### config.mk
export PLATFORM = sky130hd
export DESIGN_NAME = netstring_deframer
export DESIGN_NICKNAME = d
export VERILOG_FILES = /design/src/rtl/nsd_pkg.sv /design/src/rtl/netstring_deframer.sv /design/src/rtl/nsd_parser.sv
export SDC_FILE = /design/constraint.sdc
export NUM_CORES = 1
export LEC_CHECK = 0
export BUFFER_PORTS_ARGS = -buffer_cell sky130_fd_sc_hd__buf_2
export CAP_MARGIN = 20
export CELL_PAD_IN_SITES_DETAIL_PLACEMENT = 1
export CELL_PAD_IN_SITES_GLOBAL_PLACEMENT = 1
export CORE_MARGIN = 1.5
export CORE_UTILIZATION = 31
export CTS_CLUSTER_DIAMETER = 40
export CTS_CLUSTER_SIZE = 28
export DETAILED_ROUTE_END_ITERATION = 8
export PLACE_DENSITY = 0.56
export SLEW_MARGIN = 10
export SYNTH_ARGS = -nofsm -noshare
export SYNTH_HDL_FRONTEND = slang
export SYNTH_SLANG_ARGS = --single-unit
### constraint.sdc
create_clock -name i_clk -period 12.1 [get_ports i_clk]
set_input_delay 0.605 -clock i_clk [delete_from_list [all_inputs] [get_ports i_clk]]
set_output_delay 0.605 -clock i_clk [all_outputs]
set_load 0.01 [all_outputs]
### src/rtl/nsd_pkg.sv
`timescale 1ns / 1ps
// Shared types, codes and constants for the netstring deframer.
// No dependencies; imported by nsd_parser, netstring_deframer and the testbench.
package nsd_pkg;

    localparam int CFG_W   = 24;
    localparam int ACC_W   = 27;
    localparam int DIGIT_W = 4;

    localparam logic [CFG_W-1:0] RST_MAX_FRAME = CFG_W'(1048576);
    localparam logic [DIGIT_W-1:0] MAX_HDR_DIGITS = DIGIT_W'(8);

    localparam logic [7:0] CH_COLON = 8'h3A;
    localparam logic [7:0] CH_COMMA = 8'h2C;
    localparam logic [7:0] CH_ZERO  = 8'h30;
    localparam logic [7:0] CH_NINE  = 8'h39;

    localparam logic [1:0] KIND_PAYLOAD = 2'd0;
    localparam logic [1:0] KIND_LAST    = 2'd1;
    localparam logic [1:0] KIND_ERROR   = 2'd2;

    localparam logic [1:0] ERR_INVALID_HEADER = 2'd0;
    localparam logic [1:0] ERR_LEADING_ZERO   = 2'd1;
    localparam logic [1:0] ERR_TOO_LARGE      = 2'd2;
    localparam logic [1:0] ERR_NO_TERMINATOR  = 2'd3;

    typedef enum logic [1:0] {
        PH_HEADER  = 2'd0,
        PH_PAYLOAD = 2'd1,
        PH_TERM    = 2'd2,
        PH_ERROR   = 2'd3
    } t_phase;

    typedef struct packed {
        logic [1:0] kind;
        logic [7:0] data;
        logic [1:0] err;
    } t_result;

    localparam logic [CFG_W-1:0] POW10 [7] = '{
        CFG_W'(10), CFG_W'(100), CFG_W'(1000), CFG_W'(10000),
        CFG_W'(100000), CFG_W'(1000000), CFG_W'(10000000)
    };

    // Decimal digit count of a value, 1 for zero.
    function automatic logic [DIGIT_W-1:0] dec_digits(input logic [CFG_W-1:0] v);
        logic [DIGIT_W-1:0] n;
        n = DIGIT_W'(1);
        for (int k = 0; k < 7; k++) begin
            if (v >= POW10[k]) begin
                n = n + DIGIT_W'(1);
            end
        end
        return n;
    endfunction

endpackage

### src/rtl/netstring_deframer.sv
`timescale 1ns / 1ps
// Netstring deframer: one stream byte per cycle in, payload bytes, frame-end and error
// requests out. Depends on nsd_pkg and nsd_parser.
//
// The block takes one byte per clock cycle in steady state. A byte is captured in the
// input register and its result, if any, is loaded from there into the output register,
// which presents it until it is taken; the byte stays in the input register while the
// output register is full. The rate is set by the per-byte update of the parse state
// (the times-ten length accumulator and its compare against the limit). The input side
// stalls only while the output register holds a result that has not been taken. Header
// bytes and the colon give no result unless they are in error; after any error every
// byte returns the same error until reset.
module netstring_deframer
    import nsd_pkg::*;
#(
    parameter int LEN_BITS = 24
) (
    input  logic              i_clk,
    input  logic              i_rst_n,
    input  logic              i_cfg_valid,
    output logic              o_cfg_ready,
    input  logic [CFG_W-1:0]  i_cfg_data,    // max_frame_bytes
    input  logic              i_s_tvalid,
    output logic              o_s_tready,
    input  logic [7:0]        i_s_tdata,     // [7:0] in_byte
    output logic              o_m_tvalid,
    input  logic              i_m_tready,
    output logic [15:0]       o_m_tdata,     // [7:0] out_byte, [9:8] error_code
    output logic [1:0]        o_m_tuser      // [1:0] kind
);

    localparam int MAX_W = (LEN_BITS < CFG_W) ? LEN_BITS : CFG_W;
    localparam logic [MAX_W-1:0] RST_MAX = MAX_W'(RST_MAX_FRAME);

    logic [MAX_W-1:0]   r_max;
    logic [DIGIT_W-1:0] r_max_digits;
    logic               r_in_valid;
    logic [7:0]         r_in_byte;
    logic               r_out_valid;
    t_result            r_out;

    logic    w_out_free, w_proc, w_res_valid;
    t_result w_res;

    assign o_cfg_ready = 1'b1;

    always_ff @(posedge i_clk) begin
        if (!i_rst_n) begin
            r_max        <= RST_MAX;
            r_max_digits <= dec_digits(CFG_W'(RST_MAX));
        end else if (i_cfg_valid) begin
            r_max        <= i_cfg_data[MAX_W-1:0];
            r_max_digits <= dec_digits(CFG_W'(i_cfg_data[MAX_W-1:0]));
        end
    end

    assign w_out_free = !r_out_valid || i_m_tready;
    assign w_proc     = r_in_valid && w_out_free;
    assign o_s_tready = !r_in_valid || w_out_free;

    always_ff @(posedge i_clk) begin
        if (!i_rst_n) begin
            r_in_valid <= 1'b0;
        end else if (o_s_tready) begin
            r_in_valid <= i_s_tvalid;
        end
    end

    always_ff @(posedge i_clk) begin
        if (o_s_tready && i_s_tvalid) begin
            r_in_byte <= i_s_tdata;
        end
    end

    nsd_parser #(
        .MAX_W (MAX_W)
    ) u_parser (
        .i_clk        (i_clk),
        .i_rst_n      (i_rst_n),
        .i_valid      (w_proc),
        .i_byte       (r_in_byte),
        .i_max        (r_max),
        .i_max_digits (r_max_digits),
        .o_valid      (w_res_valid),
        .o_res        (w_res)
    );

    always_ff @(posedge i_clk) begin
        if (!i_rst_n) begin
            r_out_valid <= 1'b0;
        end else if (w_out_free) begin
            r_out_valid <= w_res_valid;
        end
    end

    always_ff @(posedge i_clk) begin
        if (w_out_free && w_res_valid) begin
            r_out <= w_res;
        end
    end

    assign o_m_tvalid = r_out_valid;
    assign o_m_tdata  = {6'd0, r_out.err, r_out.data};
    assign o_m_tuser  = r_out.kind;

endmodule

### src/rtl/nsd_parser.sv
`timescale 1ns / 1ps
// Parse state and per-byte result logic of the netstring deframer.
// Depends on nsd_pkg.
module nsd_parser
    import nsd_pkg::*;
#(
    parameter int MAX_W = 24
) (
    input  logic               i_clk,
    input  logic               i_rst_n,
    input  logic               i_valid,
    input  logic [7:0]         i_byte,
    input  logic [MAX_W-1:0]   i_max,
    input  logic [DIGIT_W-1:0] i_max_digits,
    output logic               o_valid,
    output t_result            o_res
);

    t_phase             r_phase, n_phase;
    logic [DIGIT_W-1:0] r_digit_count, n_digit_count;
    logic               r_first_zero, n_first_zero;
    logic [ACC_W-1:0]   r_accum, n_accum;
    logic [MAX_W-1:0]   r_remaining, n_remaining;
    logic [1:0]         r_sticky, n_sticky;

    logic w_is_digit, w_is_colon, w_lead0, w_dig_big, w_len_big;
    logic [ACC_W-1:0] w_accum_next;

    assign w_is_digit   = (i_byte >= CH_ZERO) && (i_byte <= CH_NINE);
    assign w_is_colon   = (i_byte == CH_COLON);
    assign w_lead0      = (r_digit_count != '0) && r_first_zero;
    assign w_dig_big    = (r_digit_count >= i_max_digits);
    assign w_len_big    = (r_accum > ACC_W'(i_max));
    assign w_accum_next = (r_accum << 3) + (r_accum << 1) + ACC_W'(i_byte - CH_ZERO);

    // next state
    always_comb begin
        n_phase       = r_phase;
        n_digit_count = r_digit_count;
        n_first_zero  = r_first_zero;
        n_accum       = r_accum;
        n_remaining   = r_remaining;
        n_sticky      = r_sticky;
        if (i_valid) begin
            case (r_phase)
                PH_HEADER: begin
                    if (w_is_digit) begin
                        if (w_lead0) begin
                            n_phase  = PH_ERROR;
                            n_sticky = ERR_LEADING_ZERO;
                        end else if (w_dig_big) begin
                            n_phase  = PH_ERROR;
                            n_sticky = ERR_TOO_LARGE;
                        end else begin
                            if (r_digit_count == '0) begin
                                n_first_zero = (i_byte == CH_ZERO);
                            end
                            n_accum       = w_accum_next;
                            n_digit_count = r_digit_count + DIGIT_W'(1);
                        end
                    end else if (w_is_colon) begin
                        if (r_digit_count == '0) begin
                            n_phase  = PH_ERROR;
                            n_sticky = ERR_INVALID_HEADER;
                        end else if (w_len_big) begin
                            n_phase  = PH_ERROR;
                            n_sticky = ERR_TOO_LARGE;
                        end else begin
                            n_remaining   = MAX_W'(r_accum);
                            n_phase       = (r_accum != '0) ? PH_PAYLOAD : PH_TERM;
                            n_digit_count = '0;
                            n_first_zero  = 1'b0;
                            n_accum       = '0;
                        end
                    end else begin
                        n_phase  = PH_ERROR;
                        n_sticky = ERR_INVALID_HEADER;
                    end
                end
                PH_PAYLOAD: begin
                    n_remaining = r_remaining - MAX_W'(1);
                    if (r_remaining == MAX_W'(1)) begin
                        n_phase = PH_TERM;
                    end
                end
                PH_TERM: begin
                    if (i_byte == CH_COMMA) begin
                        n_phase       = PH_HEADER;
                        n_digit_count = '0;
                        n_first_zero  = 1'b0;
                        n_accum       = '0;
                    end else begin
                        n_phase  = PH_ERROR;
                        n_sticky = ERR_NO_TERMINATOR;
                    end
                end
                default: begin
                    n_phase = PH_ERROR;
                end
            endcase
        end
    end

    // result
    always_comb begin
        o_valid    = 1'b0;
        o_res.kind = KIND_ERROR;
        o_res.data = 8'd0;
        o_res.err  = r_sticky;
        case (r_phase)
            PH_HEADER: begin
                if (w_is_digit) begin
                    o_valid   = w_lead0 || w_dig_big;
                    o_res.err = w_lead0 ? ERR_LEADING_ZERO : ERR_TOO_LARGE;
                end else if (w_is_colon) begin
                    o_valid   = (r_digit_count == '0) || w_len_big;
                    o_res.err = (r_digit_count == '0) ? ERR_INVALID_HEADER : ERR_TOO_LARGE;
                end else begin
                    o_valid   = 1'b1;
                    o_res.err = ERR_INVALID_HEADER;
                end
            end
            PH_PAYLOAD: begin
                o_valid    = 1'b1;
                o_res.kind = KIND_PAYLOAD;
                o_res.data = i_byte;
                o_res.err  = 2'd0;
            end
            PH_TERM: begin
                o_valid = 1'b1;
                if (i_byte == CH_COMMA) begin
                    o_res.kind = KIND_LAST;
                    o_res.err  = 2'd0;
                end else begin
                    o_res.err = ERR_NO_TERMINATOR;
                end
            end
            default: begin
                o_valid = 1'b1;
            end
        endcase
        o_valid = o_valid && i_valid;
    end

    always_ff @(posedge i_clk) begin
        if (!i_rst_n) begin
            r_phase       <= PH_HEADER;
            r_digit_count <= '0;
            r_first_zero  <= 1'b0;
            r_accum       <= '0;
            r_remaining   <= '0;
            r_sticky      <= 2'd0;
        end else begin
            r_phase       <= n_phase;
            r_digit_count <= n_digit_count;
            r_first_zero  <= n_first_zero;
            r_accum       <= n_accum;
            r_remaining   <= n_remaining;
            r_sticky      <= n_sticky;
        end
    end

    a_err_sticky: assert property (@(posedge i_clk) disable iff (!i_rst_n)
        r_phase == PH_ERROR |=> r_phase == PH_ERROR)
        else $error("left error phase");

    a_digit_bound: assert property (@(posedge i_clk) disable iff (!i_rst_n)
        r_digit_count <= MAX_HDR_DIGITS)
        else $error("header digit count out of range");

    a_payload_left: assert property (@(posedge i_clk) disable iff (!i_rst_n)
        r_phase == PH_PAYLOAD |-> r_remaining != '0)
        else $error("payload phase with nothing remaining");

    a_payload_src: assert property (@(posedge i_clk) disable iff (!i_rst_n)
        o_valid && o_res.kind == KIND_PAYLOAD |-> r_phase == PH_PAYLOAD)
        else $error("payload byte outside payload phase");

endmodule

==> flow_summary.html, run 1 <==
<table>
<tr><th>Metric</th><th>Value</th></tr>
<tr><th colspan="2">GRT</th></tr>
<tr><td>Wire length of the first global-routing pass</td><td>37510 µm</td></tr>
<tr><td>Vias in the first global route</td><td>7001</td></tr>
<tr><td>Number of antenna violations at the first check in global routing</td><td>0</td></tr>
<tr><td>Pin count of the biggest net entering global routing</td><td>75</td></tr>
<tr><td>Total overflow reported by the global router</td><td>0</td></tr>
<tr><td>Combined global-route utilization of all metal layers</td><td>17.62%</td></tr>
<tr><th colspan="2">Power</th></tr>
<tr><td>Net load switching power</td><td>0.0002372 W</td></tr>
<tr><td>Fraction of power consumed by the clock network</td><td>36.8%</td></tr>
<tr><td>Leak pwr</td><td>3.823 nW</td></tr>
<tr><td>Power density over the cells</td><td>91.40 nW/µm²</td></tr>
<tr><td>Switching share of total power</td><td>29.26%</td></tr>
<tr><td>Power Internal</td><td>0.0005736 W</td></tr>
<tr><td>Sequential group share of total power</td><td>48.4%</td></tr>
<tr><td>Peak ir drop on the vdd network</td><td>0.00005775 V</td></tr>
<tr><td>Combinational group share of total power</td><td>14.8%</td></tr>
<tr><th colspan="2">Routing</th></tr>
<tr><td>Drc violations</td><td>0</td></tr>
<tr><td>Initial DRT Pass Iterations</td><td>4</td></tr>
<tr><td>Violation count after the first detailed-route iteration</td><td>304</td></tr>
<tr><td>Post-detailed-route via-to-cell ratio</td><td>5.092</td></tr>
<tr><td>Vias after detailed routing</td><td>6655</td></tr>
<tr><td>Average routed wire per standard cell</td><td>17.02 µm</td></tr>
<tr><td>Routed Antenna Nets</td><td>0</td></tr>
<tr><td>Final wirelength</td><td>22250 µm</td></tr>
<tr><th colspan="2">Finish</th></tr>
<tr><td>Area taken by multi-input logic gates</td><td>5210 µm²</td></tr>
<tr><td>Sequential cell area</td><td>2402 µm²</td></tr>
<tr><td>Area added between synthesis and finish</td><td>10.18%</td></tr>
<tr><td>Number of antenna cells inserted</td><td>0</td></tr>
<tr><td>Nets@finish</td><td>1105</td></tr>
<tr><td>Fraction of final layout cells sized beyond drive strength 1</td><td>10.85%</td></tr>
<tr><td>Fraction of the core area covered by cells at the end of the flow</td><td>35.03%</td></tr>
<tr><td>Filler Cells Inserted</td><td>3022</td></tr>
<tr><th colspan="2">Clock tree</th></tr>
<tr><td>Post-CTS setup buffer count</td><td>0</td></tr>
<tr><td>Skew-Pair Late Insertion Delay</td><td>370 ps</td></tr>
<tr><td>Inserted Clock Buffers</td><td>9</td></tr>
<tr><td>Reg clk slew, reported paths</td><td>80 ps</td></tr>
<tr><td># H-tree levels</td><td>3</td></tr>
<tr><td>Gates resized, CTS repair</td><td>0</td></tr>
<tr><td>CTS tree</td><td>done</td></tr>
<tr><td>Maximum buffer depth of the clock tree</td><td>2</td></tr>
<tr><td>Hold Buf Count CTS</td><td>0</td></tr>
<tr><td>Library cell used as clock root buffer</td><td>sky130_fd_sc_hd__clkbuf_16</td></tr>
<tr><td>TritonCTS Sinks</td><td>110</td></tr>
<tr><th colspan="2">Setup path</th></tr>
<tr><td>R2R cell count</td><td>12</td></tr>
<tr><td>Biggest cell delay along the critical path</td><td>560 ps</td></tr>
<tr><td>Endpoint kind of the worst setup timing path</td><td>flip-flop</td></tr>
<tr><td>Data required time of the critical path</td><td>12320 ps</td></tr>
<tr><td>Critical R2R Launch</td><td>r_in_byte[4]</td></tr>
<tr><td>Worst path buffer plus inverter count</td><td>1</td></tr>
<tr><td>Highest net fanout along the worst path</td><td>6</td></tr>
<tr><td>Worst Path Arrival</td><td>4810 ps</td></tr>
<tr><td>Reg-to-Reg End</td><td>u_parser.r_accum[26]</td></tr>
<tr><td>Worst Setup SP</td><td>i_cfg_data[16]</td></tr>
<tr><td>Startpoint class of the critical path</td><td>input pin</td></tr>
<tr><td>Cell-by-cell listing of the critical path</td><td>buf_2 -&gt; nor3_1 -&gt; nand4_1 -&gt; or3_1 -&gt; nor3_1 -&gt; fa_1 -&gt; xnor2_2 -&gt; ha_1 -&gt; mux2_2 -&gt; mux2_2 -&gt; ha_1 -&gt; nand2b_1 -&gt; o211ai_1 -&gt; o211ai_1</td></tr>
<tr><td>Worst-case register-to-register setup slack</td><td>7860 ps</td></tr>
<tr><td>Number of gates on the worst path with buffers counted</td><td>14</td></tr>
<tr><td>Kind of cell with the highest combined delay on the critical path</td><td>simple AND/OR/NAND/NOR gates</td></tr>
<tr><td>Slowest cell on the critical path</td><td>sky130_fd_sc_hd__fa_1</td></tr>
<tr><td>Critical path start-end classification</td><td>in -&gt; reg</td></tr>
<tr><th colspan="2">Yosys</th></tr>
<tr><td>Warnings, synthesis</td><td>0</td></tr>
<tr><td>Library cells used by synthesis</td><td>81</td></tr>
<tr><td>Sequential area share after synthesis</td><td>29.84%</td></tr>
<tr><td>Mean instance size in the synthesized netlist</td><td>8.602 µm²</td></tr>
<tr><td>Synthesized instance count</td><td>936</td></tr>
<tr><td>Flop and latch count out of synthesis</td><td>110</td></tr>
<tr><td>Number of synthesized flops with an enable pin</td><td>20</td></tr>
<tr><td>Post-synthesis instance area</td><td>8051 µm²</td></tr>
<tr><td>Ys async rst share</td><td>0%</td></tr>
<tr><td>Predominant post-synthesis flop cell</td><td>sky130_fd_sc_hd__dfxtp_1</td></tr>
<tr><th colspan="2">Min path</th></tr>
<tr><td>Endpoint, Worst Hold</td><td>r_in_byte[6]</td></tr>
<tr><td>Depth of the worst hold-timing path</td><td>1</td></tr>
<tr><td>Path class of the lowest-slack min-delay path</td><td>in -&gt; reg</td></tr>
<tr><td>Start point of the worst hold path</td><td>i_s_tdata[6]</td></tr>
<tr><th colspan="2">Floorplanning</th></tr>
<tr><td>Area of the die</td><td>26950 µm²</td></tr>
<tr><td>Site row count</td><td>58</td></tr>
<tr><td>Die height</td><td>164.2 µm</td></tr>
<tr><td>Die width</td><td>164.2 µm</td></tr>
<tr><td>Initial standard-cell utilization of the core</td><td>31.79%</td></tr>
<tr><td>Placeable Area</td><td>25330 µm²</td></tr>
<tr><td>Total I/O pin count</td><td>58</td></tr>
<tr><th colspan="2">STA</th></tr>
<tr><td>Hold Violations, Final</td><td>0</td></tr>
<tr><td>Setup Total Neg Slack</td><td>0 ps</td></tr>
<tr><td>Post-route clock skew</td><td>12.49 ps</td></tr>
<tr><td>Worst slew margin relative to its limit</td><td>36.31%</td></tr>
<tr><td>RSZ-0062 raised after global routing</td><td>false</td></tr>
<tr><td>Min Hold Slack</td><td>407.6 ps</td></tr>
<tr><td>Max-slew violation count</td><td>0</td></tr>
<tr><td>Final number of setup-violating endpoints</td><td>0</td></tr>
<tr><td>Final critical-path required period</td><td>4593 ps</td></tr>
<tr><td>Final clock period utilization by the worst path</td><td>37.96%</td></tr>
<tr><td>Highest clock rate</td><td>0.2177 GHz</td></tr>
<tr><td>Transition time at the pin with the least slew margin</td><td>947.4 ps</td></tr>
<tr><th colspan="2">Placement</th></tr>
<tr><td>Number of port buffers</td><td>50</td></tr>
<tr><td>Sum of net half-perimeters after detailed placement</td><td>17250 µm</td></tr>
<tr><td>Routability cong.</td><td>0.8103</td></tr>
<tr><th colspan="2">Job</th></tr>
<tr><td>Number of max-cap violations</td><td>0</td></tr>
<tr><th colspan="2">Run status</th></tr>
<tr><td>Status</td><td>finished clean</td></tr>
</table>
## worst max-delay path by stage
stage	to	slack (ps)
finish	r_max_digits[1]	7510
global route	r_max_digits[1]	7210
detailed placement	r_max_digits[1]	7130
CTS	r_max_digits[1]	7520
floorplan	u_parser.r_accum[24]	6890
global placement	r_max_digits[1]	7250
## power by group through the flow
stage          Clock (W)  Combinational, W  Sequential [W]
3_5_place_dp           0          0.000121        0.000401
4_1_cts         0.000310          0.000122        0.000393
5_1_grt         0.000324          0.000137        0.000394
6_report        0.000299          0.000120        0.000392
2_1_floorplan          0         0.0000861        0.000399
3_3_place_gp           0          0.000120        0.000401
## registers in the layout, summed over array words and instances (netlist names), 4 cells and up
| signal | cells |
|---|---|
| o_m_tdata | 10 |
| r_in_byte | 8 |
| r_max | 24 |
| r_max_digits | 4 |
| u_parser.r_accum | 27 |
| u_parser.r_digit_count | 4 |
| u_parser.r_remaining | 24 |
## cell usage after synthesis (all sizes together) (10+ instances only)
library cell	count	share of area, %
nand2	101	4.8
ha	71	11
a21oi	68	4.3
inv	68	3.2
buf	18	1.7
nor3	19	1.4
dfxtp	90	22
clkbuf	19	0.89
or3	10	0.84
nand3	21	1.3
fa	25	6.2
xor2	15	1.6
nor4	18	1.7
and2	12	0.93
edfxtp	20	7.5
mux2i	32	4.0
xnor2	19	2.4
nand4	11	0.85
nor2b	15	1.2
o211ai	13	1.2
a21o	13	1.2
o21ai	73	4.5
nor2	73	3.6
## cell families after synthesis
group                      share of synthesized area [%]
xor gates and xnor gates                           4.305
other                                            0.09327
DFF                                                29.84
muxes                                              4.538
AOI/OAI and AO/OA                                  18.26
adders and majority gates                          17.25
buffers and inverters                              5.781
and+or+nand+nor                                    19.94
## stage by stage
| stage | total power, W | std cells | area [µm²] | setup slack, ps |
|---|---|---|---|---|
| floorplan | 0.0004856 | 941 | 8070 | 6894 |
| global placement | 0.0005213 | 1291 | 8583 | 7253 |
| detailed placement | 0.0005221 | 1291 | 8583 | 7131 |
| CTS | 0.0008242 | 1307 | 8871 | 7518 |
| global route | 0.0008556 | 1307 | 8871 | 7210 |
| finish | 0.0008108 | 1307 | 8871 | 7507 |
## worst reg2reg max path, stage by stage, from the launching register on
cell,delay (ps)
sky130_fd_sc_hd__edfxtp_1,470
sky130_fd_sc_hd__ha_1,300
sky130_fd_sc_hd__nor3_2,130
sky130_fd_sc_hd__buf_4,340
sky130_fd_sc_hd__fa_1,490
sky130_fd_sc_hd__ha_1,350
sky130_fd_sc_hd__a2111oi_0,610
sky130_fd_sc_hd__a211o_1,310
sky130_fd_sc_hd__a21oi_1,200
sky130_fd_sc_hd__a2111o_1,470
sky130_fd_sc_hd__a31oi_1,240
sky130_fd_sc_hd__xnor2_1,150
sky130_fd_sc_hd__o21ai_1,70
## cells in the final DEF (no fill, tap or decap), types with 4 or more instances in the layout
cell type and instances:
sky130_fd_sc_hd__xnor2_1 17, sky130_fd_sc_hd__and2_1 12, sky130_fd_sc_hd__mux2i_1 32, sky130_fd_sc_hd__o211ai_1 13, sky130_fd_sc_hd__nor4_2 4, sky130_fd_sc_hd__conb_1 7
sky130_fd_sc_hd__o21ai_0 57, sky130_fd_sc_hd__nor2_1 70, sky130_fd_sc_hd__or3_1 9, sky130_fd_sc_hd__xor2_1 15, sky130_fd_sc_hd__a22o_1 5, sky130_fd_sc_hd__inv_1 67
sky130_fd_sc_hd__buf_4 7, sky130_fd_sc_hd__and3_1 6, sky130_fd_sc_hd__nor4_1 14, sky130_fd_sc_hd__o32ai_1 7, sky130_fd_sc_hd__o21ai_1 16, sky130_fd_sc_hd__a211oi_1 7
sky130_fd_sc_hd__a21o_1 13, sky130_fd_sc_hd__dfxtp_1 90, sky130_fd_sc_hd__buf_2 50, sky130_fd_sc_hd__nor3_1 15, sky130_fd_sc_hd__nand4_1 11, sky130_fd_sc_hd__or4_1 4
sky130_fd_sc_hd__edfxtp_1 20, sky130_fd_sc_hd__mux2_2 4, sky130_fd_sc_hd__fa_1 25, sky130_fd_sc_hd__nand2_1 99, sky130_fd_sc_hd__nand2b_1 9, sky130_fd_sc_hd__a21oi_1 67
sky130_fd_sc_hd__clkbuf_16 9, sky130_fd_sc_hd__o21a_1 4, sky130_fd_sc_hd__nor2b_1 15, sky130_fd_sc_hd__a31oi_1 7, sky130_fd_sc_hd__o21bai_1 4, sky130_fd_sc_hd__o22ai_1 7
sky130_fd_sc_hd__ha_1 70, sky130_fd_sc_hd__nand3_1 21
## routing by layer
layer / vias up / wire, µm / GRT usage (%)
li1: 3379 / - / -
met1: 3204 / 10770 / 23.47
met2: 56 / 10850 / 30.74
met3: 16 / 391 / 1.465
met4: 0 / 233 / 4.132
met5: - / 0 / 0
## cell type report
cell class	count	share of cell area, %
tap	330	4.654
clock buffer	9	2.539
clock inverter	7	0.7052
inverter	68	2.877
timing repair buffer	57	3.413
sequential	110	27.08
multi-input combinational	726	58.73
Power figures use the tool's default switching activity.
==> run 2, diff against run 1 <==
--- a/config.mk
+++ b/config.mk
@@ -14,7 +14,7 @@
 export CTS_CLUSTER_DIAMETER = 40
 export CTS_CLUSTER_SIZE = 28
 export DETAILED_ROUTE_END_ITERATION = 8
-export PLACE_DENSITY = 0.56
+export PLACE_DENSITY = 0.59
 export SLEW_MARGIN = 10
 export SYNTH_ARGS = -nofsm -noshare
 export SYNTH_HDL_FRONTEND = slang
==> constraint.sdc (replaced) <==
create_clock -name i_clk -period 4.1 [get_ports i_clk]
set_input_delay 0.205 -clock i_clk [delete_from_list [all_inputs] [get_ports i_clk]]
set_output_delay 0.205 -clock i_clk [all_outputs]
set_load 0.01 [all_outputs]
==> flow_summary.html, run 2 (same netlist as run 1, synthesis figures left out) <==
<table>
<tr><th>Metric</th><th>Value</th></tr>
<tr><th colspan="2">GRT</th></tr>
<tr><td>Pin count of the biggest net entering global routing</td><td>74 (-1.3%)</td></tr>
<tr><td>Layer with the highest usage</td><td>met2</td></tr>
<tr><td>Wire length of the first global-routing pass</td><td>37790 µm (+0.75%)</td></tr>
<tr><td>Combined global-route utilization of all metal layers</td><td>17.92% (+0.29 points)</td></tr>
<tr><td>Global Route met1 Usage</td><td>23.83% (+0.37 points)</td></tr>
<tr><td>GR met3 Demand/Resource</td><td>1.616% (+0.15 points)</td></tr>
<tr><td>Met2 usage</td><td>30.88% (+0.13 points)</td></tr>
<tr><td>Number of antenna violations at the first check in global routing</td><td>0 (unchanged)</td></tr>
<tr><td>Total overflow reported by the global router</td><td>0 (unchanged)</td></tr>
<tr><td>Vias in the first global route</td><td>7040 (+0.56%)</td></tr>
<tr><th colspan="2">Setup path</th></tr>
<tr><td>Worst-case register-to-register setup slack</td><td>220 ps (-7640 ps)</td></tr>
<tr><td>Cell-by-cell listing of the critical path</td><td>ha_1 -&gt; nor3_4 -&gt; buf_12 -&gt; fa_1 -&gt; ha_1 -&gt; a2111oi_0 -&gt; buf_4 -&gt; a211o_1 -&gt; a21oi_1 -&gt; a2111o_1 -&gt; a31oi_1 -&gt; xnor2_1 -&gt; o21ai_1</td></tr>
<tr><td>Critical R2R Launch</td><td>r_in_byte[5]</td></tr>
<tr><td>Startpoint class of the critical path</td><td>flip-flop</td></tr>
<tr><td>Worst Path Arrival</td><td>4140 ps (-670 ps)</td></tr>
<tr><td>Crit path top cell by count</td><td>sky130_fd_sc_hd__ha_1</td></tr>
<tr><td>Critical path start-end classification</td><td>reg -&gt; reg</td></tr>
<tr><td>Capture point of the worst path</td><td>u_parser.r_accum[26]</td></tr>
<tr><td>Data required time of the critical path</td><td>4350 ps (-7970 ps)</td></tr>
<tr><td>Endpoint kind of the worst setup timing path</td><td>flip-flop</td></tr>
<tr><td>Reg-to-Reg End</td><td>u_parser.r_accum[26]</td></tr>
<tr><td>Highest net fanout along the worst path</td><td>5 (-1)</td></tr>
<tr><td>Slowest cell on the critical path</td><td>sky130_fd_sc_hd__a2111o_1</td></tr>
<tr><td>Worst Setup SP</td><td>r_in_byte[5]</td></tr>
<tr><td>Biggest cell delay along the critical path</td><td>460 ps (-100 ps)</td></tr>
<tr><td>R2R cell count</td><td>13 (+1)</td></tr>
<tr><th colspan="2">Clock tree</th></tr>
<tr><td>Inserted Clock Buffers</td><td>9 (unchanged)</td></tr>
<tr><td>Maximum buffer depth of the clock tree</td><td>2 (unchanged)</td></tr>
<tr><td>TritonCTS Sinks</td><td>110 (unchanged)</td></tr>
<tr><td>CTS tree</td><td>done</td></tr>
<tr><td>Reg clk slew, reported paths</td><td>90 ps (about the same)</td></tr>
<tr><td>Skew-Pair Late Insertion Delay</td><td>360 ps (about the same)</td></tr>
<tr><td>Library cell used as clock root buffer</td><td>sky130_fd_sc_hd__clkbuf_16</td></tr>
<tr><td># H-tree levels</td><td>3 (unchanged)</td></tr>
<tr><th colspan="2">STA</th></tr>
<tr><td>Post-route clock skew</td><td>13.39 ps (+0.8994 ps)</td></tr>
<tr><td>Min setup slack post-route</td><td>217.6 ps (-7289 ps)</td></tr>
<tr><td>Transition time at the pin with the least slew margin</td><td>973.4 ps (+25.92 ps)</td></tr>
<tr><td>Highest clock rate</td><td>0.2576 GHz</td></tr>
<tr><td>RSZ-0062 raised after global routing</td><td>true</td></tr>
<tr><td>Final critical-path required period</td><td>3882 ps</td></tr>
<tr><td>Max-slew violation count</td><td>0 (unchanged)</td></tr>
<tr><td>Worst slew margin relative to its limit</td><td>35.01% (-1.3 points)</td></tr>
<tr><td>Final number of setup-violating endpoints</td><td>0 (unchanged)</td></tr>
<tr><td>Hold Violations, Final</td><td>0 (unchanged)</td></tr>
<tr><td>Final clock period utilization by the worst path</td><td>94.69%</td></tr>
<tr><th colspan="2">Placement</th></tr>
<tr><td>Cell Area, Placed</td><td>8820 µm² (+2.8%)</td></tr>
<tr><td>Routability cong.</td><td>0.7812 (-3.6%)</td></tr>
<tr><td>Cell count after placement</td><td>1319 (+2.2%)</td></tr>
<tr><td>Sum of net half-perimeters after detailed placement</td><td>17920 µm (+3.9%)</td></tr>
<tr><td>Pre-CTS setup slack</td><td>-60.05 ps (-7191 ps)</td></tr>
<tr><td>Number of port buffers</td><td>50 (unchanged)</td></tr>
<tr><th colspan="2">Routing</th></tr>
<tr><td>Final wirelength</td><td>23050 µm (+3.6%)</td></tr>
<tr><td>Violation count after the first detailed-route iteration</td><td>275 (-9.5%)</td></tr>
<tr><td>Average routed wire per standard cell</td><td>17.24 µm (+1.3%)</td></tr>
<tr><td>Drc violations</td><td>0 (unchanged)</td></tr>
<tr><td>Initial DRT Pass Iterations</td><td>4 (unchanged)</td></tr>
<tr><td>Routed Antenna Nets</td><td>0 (unchanged)</td></tr>
<tr><td>Post-detailed-route via-to-cell ratio</td><td>5.143 (+1.0%)</td></tr>
<tr><td>Vias after detailed routing</td><td>6876 (+3.3%)</td></tr>
<tr><th colspan="2">Power</th></tr>
<tr><td>Sequential group share of total power</td><td>47.7% (-0.7 points)</td></tr>
<tr><td>Overall power of the completed layout</td><td>0.002422 W (+200%)</td></tr>
<tr><td>Power Internal</td><td>0.001705 W (+200%)</td></tr>
<tr><td>Switching share of total power</td><td>29.62% (+0.37 points)</td></tr>
<tr><td>Net load switching power</td><td>0.0007176 W (+200%)</td></tr>
<tr><td>Fraction of power consumed by the clock network</td><td>36.9% (about the same)</td></tr>
<tr><td>Combinational group share of total power</td><td>15.3% (+0.5 points)</td></tr>
<tr><td>Peak ir drop on the vdd network</td><td>0.0002139 V (+270%)</td></tr>
<tr><td>Leak pwr</td><td>3.993 nW (+4.4%)</td></tr>
<tr><td>Power density over the cells</td><td>264.5 nW/µm² (+190%)</td></tr>
<tr><th colspan="2">Finish</th></tr>
<tr><td>Most frequent cells in the layout</td><td>sky130_fd_sc_hd__nand2_1, sky130_fd_sc_hd__dfxtp_1, sky130_fd_sc_hd__nor2_1, sky130_fd_sc_hd__ha_1, sky130_fd_sc_hd__inv_1</td></tr>
<tr><td>Fraction of the core area covered by cells at the end of the flow</td><td>36.16% (+1.1 points)</td></tr>
<tr><td>Most common cell after layout, fill and taps aside</td><td>sky130_fd_sc_hd__nand2_1</td></tr>
<tr><td>Number of antenna cells inserted</td><td>0 (unchanged)</td></tr>
<tr><td>Largest registers in the final layout</td><td>u_parser.r_accum (27), r_max (24), u_parser.r_remaining (24)</td></tr>
<tr><td>Post-Layout Inst Area</td><td>9158 µm² (+3.2%)</td></tr>
<tr><td>Fraction of final layout cells sized beyond drive strength 1</td><td>13.70% (+2.9 points)</td></tr>
<tr><td>Flip-flop count of the largest register, all copies and words added</td><td>27 (unchanged)</td></tr>
<tr><td>Largest Register</td><td>u_parser.r_accum</td></tr>
<tr><td>Fin cells</td><td>1337 (+2.3%)</td></tr>
<tr><td>Nets@finish</td><td>1135 (+2.7%)</td></tr>
<tr><td>Area added between synthesis and finish</td><td>13.74%</td></tr>
<tr><th colspan="2">Floorplanning</th></tr>
<tr><td>Die height</td><td>164.2 µm (unchanged)</td></tr>
<tr><td>Initial standard-cell utilization of the core</td><td>31.79% (unchanged)</td></tr>
<tr><td>Site row count</td><td>58 (unchanged)</td></tr>
<tr><td>Total I/O pin count</td><td>58 (unchanged)</td></tr>
<tr><td>Area of the die</td><td>26950 µm² (unchanged)</td></tr>
<tr><td>Die width</td><td>164.2 µm (unchanged)</td></tr>
<tr><td>Placeable Area</td><td>25330 µm² (unchanged)</td></tr>
<tr><th colspan="2">Job</th></tr>
<tr><td>Number of max-cap violations</td><td>0 (unchanged)</td></tr>
<tr><th colspan="2">Min path</th></tr>
<tr><td>Path class of the lowest-slack min-delay path</td><td>in -&gt; reg</td></tr>
<tr><th colspan="2">Run status</th></tr>
<tr><td>Status</td><td>finished clean</td></tr>
</table>
## run 2: worst min-delay path by stage
stage                             from           end  slack [ps]  cells after the start
after global placement    i_s_tdata[5]  r_in_byte[5]         380                      1
after global routing      i_s_tdata[6]  r_in_byte[6]           2                      1
final                     i_s_tdata[6]  r_in_byte[6]          10                      1
after detailed placement  i_s_tdata[7]  r_in_byte[7]         380                      1
after CTS                 i_s_tdata[6]  r_in_byte[6]         0.2                      1
after floorplan           i_s_tdata[0]  r_in_byte[0]         300                      0
## run 2: worst max-delay path: cells and delay by family (launching register included)
kind                       cells  cell delay (ps)
adders and majority gates      3             1060
DFF                            1              450
xor gates and xnor gates       1              140
and+or+nand+nor                1              250
AOI/OAI and AO/OA              6             1530
buffers and inverters          2              350
## run 2: final cells by class
type / instances / area, µm²
Clock buffer: 9 / 225.2
Clock inverter: 7 / 67.56
Fill cell: 3025 / 16170
Inverter: 68 / 255.2
Multi-Input combinational cell: 726 / 5231
Sequential cell: 110 / 2402
Tap cell: 330 / 412.9
Timing Repair Buffer: 87 / 563.0
## run 2: timing repair
action | in CTS | in global routing
setup endpoints to repair | 0 | 7
hold buffers | 1 | 0
gates resized for setup | 0 | 3
endpoints found under the hold margin | 1 | 0
buffers inserted | 0 | 1
## run 2: metal layers
| metal | vias up | share of wire [%] |
|---|---|---|
| li1 | 3450 | - |
| met1 | 3337 | 49 |
| met2 | 68 | 48 |
| met3 | 21 | 1.7 |
| met4 | 0 | 1.4 |
| met5 | - | 0 |
## run 2: stage by stage
| stage | hold slack [ps] | setup TNS, ps |
|---|---|---|
| after floorplan | 303.9 | 0 |
| after global placement | 383.5 | -13.96 |
| after detailed placement | 384.2 | -60.05 |
| after CTS | 0.2457 | 0 |
| after global routing | 2.344 | -80.70 |
| final | 9.690 | 0 |
## run 2: power groups by stage
stage	Combinational (W)	Clock, W	Sequential (W)
2_1_floorplan	0.000255	0	0.00118
3_3_place_gp	0.000359	0	0.00118
3_5_place_dp	0.000370	0	0.00118
4_1_cts	0.000373	0.000914	0.00116
5_1_grt	0.000422	0.000951	0.00116
6_report	0.000371	0.000895	0.00116
==> run 3, diff against run 2 <==
--- a/config.mk
+++ b/config.mk
@@ -14,7 +14,7 @@
 export CTS_CLUSTER_DIAMETER = 40
 export CTS_CLUSTER_SIZE = 28
 export DETAILED_ROUTE_END_ITERATION = 8
-export PLACE_DENSITY = 0.59
+export PLACE_DENSITY = 0.56
 export SLEW_MARGIN = 10
 export SYNTH_ARGS = -nofsm -noshare
 export SYNTH_HDL_FRONTEND = slang
==> constraint.sdc (replaced) <==
create_clock -name i_clk -period 3.6 [get_ports i_clk]
set_input_delay 0.18 -clock i_clk [delete_from_list [all_inputs] [get_ports i_clk]]
set_output_delay 0.18 -clock i_clk [all_outputs]
set_load 0.01 [all_outputs]
==> flow_summary.html, run 3 (same netlist as run 1, synthesis figures left out) <==
<table>
<tr><th>Metric</th><th>Value</th></tr>
<tr><th colspan="2">Run status</th></tr>
<tr><td>Status</td><td>finished clean</td></tr>
<tr><th colspan="2">Finish</th></tr>
<tr><td>Most common cell after layout, fill and taps aside</td><td>sky130_fd_sc_hd__nand2_1</td></tr>
<tr><td>Flip-flop count of the largest register, all copies and words added</td><td>27 (unchanged)</td></tr>
<tr><td>Post-Layout Inst Area</td><td>9833 µm² (+7.4%)</td></tr>
<tr><td>Largest Register</td><td>u_parser.r_accum</td></tr>
<tr><td>Nets@finish</td><td>1188 (+4.7%)</td></tr>
<tr><td>Fraction of final layout cells sized beyond drive strength 1</td><td>20.00% (+6.3 points)</td></tr>
<tr><td>Area added between synthesis and finish</td><td>22.13%</td></tr>
<tr><td>Most frequent cells in the layout</td><td>sky130_fd_sc_hd__nand2_1, sky130_fd_sc_hd__dfxtp_1, sky130_fd_sc_hd__buf_4</td></tr>
<tr><td>Fraction of the core area covered by cells at the end of the flow</td><td>38.83% (+2.7 points)</td></tr>
<tr><td>Number of antenna cells inserted</td><td>0 (unchanged)</td></tr>
<tr><td>Largest registers in the final layout</td><td>u_parser.r_accum (27), r_max (24), u_parser.r_remaining (24)</td></tr>
<tr><th colspan="2">Floorplanning</th></tr>
<tr><td>Placeable Area</td><td>25330 µm² (unchanged)</td></tr>
<tr><td>Site row count</td><td>58 (unchanged)</td></tr>
<tr><td>Area of the die</td><td>26950 µm² (unchanged)</td></tr>
<tr><td>Die height</td><td>164.2 µm (unchanged)</td></tr>
<tr><td>Die width</td><td>164.2 µm (unchanged)</td></tr>
<tr><td>Total I/O pin count</td><td>58 (unchanged)</td></tr>
<tr><td>Initial standard-cell utilization of the core</td><td>31.79% (unchanged)</td></tr>
<tr><th colspan="2">STA</th></tr>
<tr><td>Hold Violations, Final</td><td>0 (unchanged)</td></tr>
<tr><td>Setup Total Neg Slack</td><td>0 ps (unchanged)</td></tr>
<tr><td>Transition time at the pin with the least slew margin</td><td>939.2 ps (-34.20 ps)</td></tr>
<tr><td>Final number of setup-violating endpoints</td><td>0 (unchanged)</td></tr>
<tr><td>Worst slew margin relative to its limit</td><td>37.30% (+2.3 points)</td></tr>
<tr><td>Final clock period utilization by the worst path</td><td>95.52% (+0.82 points)</td></tr>
<tr><td>Final critical-path required period</td><td>3439 ps (-443.8 ps)</td></tr>
<tr><td>Max-slew violation count</td><td>0 (unchanged)</td></tr>
<tr><td>Highest clock rate</td><td>0.2908 GHz (+13%)</td></tr>
<tr><td>Post-route clock skew</td><td>15.42 ps (+2.028 ps)</td></tr>
<tr><th colspan="2">Clock tree</th></tr>
<tr><td>Inserted Clock Buffers</td><td>9 (unchanged)</td></tr>
<tr><td># H-tree levels</td><td>3 (unchanged)</td></tr>
<tr><td>Maximum buffer depth of the clock tree</td><td>2 (unchanged)</td></tr>
<tr><td>Reg clk slew, reported paths</td><td>90 ps (about the same)</td></tr>
<tr><td>Skew-Pair Late Insertion Delay</td><td>360 ps (about the same)</td></tr>
<tr><td>TritonCTS Sinks</td><td>110 (unchanged)</td></tr>
<tr><td>CTS tree</td><td>done</td></tr>
<tr><td>Library cell used as clock root buffer</td><td>sky130_fd_sc_hd__clkbuf_16</td></tr>
<tr><th colspan="2">GRT</th></tr>
<tr><td>Wire length of the first global-routing pass</td><td>38410 µm (+1.6%)</td></tr>
<tr><td>Number of antenna violations at the first check in global routing</td><td>0 (unchanged)</td></tr>
<tr><td>Vias in the first global route</td><td>7179 (+2.0%)</td></tr>
<tr><td>Combined global-route utilization of all metal layers</td><td>18.03% (+0.11 points)</td></tr>
<tr><td>Pin count of the biggest net entering global routing</td><td>74 (unchanged)</td></tr>
<tr><td>Total overflow reported by the global router</td><td>0 (unchanged)</td></tr>
<tr><th colspan="2">Routing</th></tr>
<tr><td>Post-detailed-route via-to-cell ratio</td><td>5.086 (-1.1%)</td></tr>
<tr><td>Violation count after the first detailed-route iteration</td><td>343 (+25%)</td></tr>
<tr><td>Vias after detailed routing</td><td>7070 (+2.8%)</td></tr>
<tr><td>Initial DRT Pass Iterations</td><td>4 (unchanged)</td></tr>
<tr><td>Drc violations</td><td>0 (unchanged)</td></tr>
<tr><td>Average routed wire per standard cell</td><td>16.79 µm (-2.6%)</td></tr>
<tr><td>Routed Antenna Nets</td><td>0 (unchanged)</td></tr>
<tr><td>Final wirelength</td><td>23330 µm (+1.2%)</td></tr>
<tr><th colspan="2">Placement</th></tr>
<tr><td>Routability cong.</td><td>0.7682 (-1.7%)</td></tr>
<tr><td>Cell Area, Placed</td><td>9191 µm² (+4.2%)</td></tr>
<tr><td>Sum of net half-perimeters after detailed placement</td><td>17850 µm (-0.40%)</td></tr>
<tr><td>Number of port buffers</td><td>50 (unchanged)</td></tr>
<tr><th colspan="2">Setup path</th></tr>
<tr><td>Startpoint class of the critical path</td><td>flip-flop</td></tr>
<tr><td>Endpoint kind of the worst setup timing path</td><td>flip-flop</td></tr>
<tr><td>Worst Path Arrival</td><td>3690 ps (-450 ps)</td></tr>
<tr><td>Data required time of the critical path</td><td>3850 ps (-500 ps)</td></tr>
<tr><td>Critical path start-end classification</td><td>reg -&gt; reg</td></tr>
<tr><td>Highest net fanout along the worst path</td><td>6 (+1)</td></tr>
<tr><th colspan="2">Job</th></tr>
<tr><td>Number of max-cap violations</td><td>0 (unchanged)</td></tr>
<tr><th colspan="2">Power</th></tr>
<tr><td>Leak pwr</td><td>4.294 nW (+7.5%)</td></tr>
<tr><td>Overall power of the completed layout</td><td>0.002815 W (+16%)</td></tr>
<tr><td>Peak ir drop on the vdd network</td><td>0.0002022 V (-5.5%)</td></tr>
<tr><td>Power density over the cells</td><td>286.3 nW/µm² (+8.2%)</td></tr>
<tr><th colspan="2">Min path</th></tr>
<tr><td>Path class of the lowest-slack min-delay path</td><td>in -&gt; reg</td></tr>
</table>
[run 3: power breakdown]
group	leakage, nW	switching [W]	total, W	internal, W
Sequential	0.926	0.0000251	0.00132	0.00129
Clock	0.146	0.000537	0.00103	0.000496
Combinational	3.22	0.000274	0.000465	0.000191
Total	4.29	0.000836	0.00281	0.00198
[run 3: repair_timing]
| action | CTS | global route |
|---|---|---|
| hold endpoints to repair | 8 | 0 |
| pin swaps | 1 | 17 |
| gates resized for setup | 4 | 24 |
| hold buffers | 8 | 0 |
| cloned | 0 | 1 |
| buffers inserted | 1 | 8 |
| setup endpoints to repair | 2 | 13 |
[run 3: final cells by class]
type | count | area (µm²)
Fill cell | 3015 | 15490
Sequential cell | 110 | 2402
Clock inverter | 7 | 77.57
Tap cell | 330 | 412.9
Clock buffer | 9 | 225.2
Multi-Input combinational cell | 726 | 5480
Inverter | 68 | 255.2
Timing Repair Buffer | 140 | 979.7
[run 3: through the flow]
stage / setup WS [ps] / cells / hold slack [ps]
4_1_cts: 10.12 / 1381 / 48.93
3_5_place_dp: -272.0 / 1356 / 358.3
5_1_grt: -51.18 / 1390 / 60.68
2_1_floorplan: -236.9 / 941 / 278.9
3_3_place_gp: -213.4 / 1356 / 358.6
6_report: 161.4 / 1390 / 60.61
[run 3: layer usage]
| metal | GRT usage, % | vias to the layer above | share of wire, % |
|---|---|---|---|
| li1 | - | 3547 | - |
| met1 | 24.13 | 3459 | 48 |
| met2 | 31.13 | 52 | 49 |
| met3 | 1.970 | 12 | 1.9 |
| met4 | 3.802 | 0 | 0.96 |
| met5 | 0 | - | 0 |
[run 3: worst paths after layout]
kind / from / cells past startpoint / end / slack (ps)
min: i_s_tvalid / 3 / r_in_valid / 60
min reg2reg: u_parser.r_sticky[0] / 2 / u_parser.r_sticky[0] / 460
max: r_in_byte[4] / 15 / u_parser.r_accum[24] / 160
max reg2reg: r_in_byte[4] / 15 / u_parser.r_accum[24] / 160
[run 3: worst max-delay path: stages, from the launching register on]
cell                       delay, ps
sky130_fd_sc_hd__edfxtp_1        450
sky130_fd_sc_hd__ha_4            200
sky130_fd_sc_hd__nor3_4          120
sky130_fd_sc_hd__buf_4           150
sky130_fd_sc_hd__buf_12          130
sky130_fd_sc_hd__fa_1            430
sky130_fd_sc_hd__ha_4            230
sky130_fd_sc_hd__a21o_1          150
sky130_fd_sc_hd__a21oi_1         120
sky130_fd_sc_hd__nor2b_1          90
sky130_fd_sc_hd__nor4_4          250
sky130_fd_sc_hd__a21oi_4         130
sky130_fd_sc_hd__a2111o_1        440
sky130_fd_sc_hd__a31oi_2         190
sky130_fd_sc_hd__xor2_1          180
sky130_fd_sc_hd__o21ai_1          70
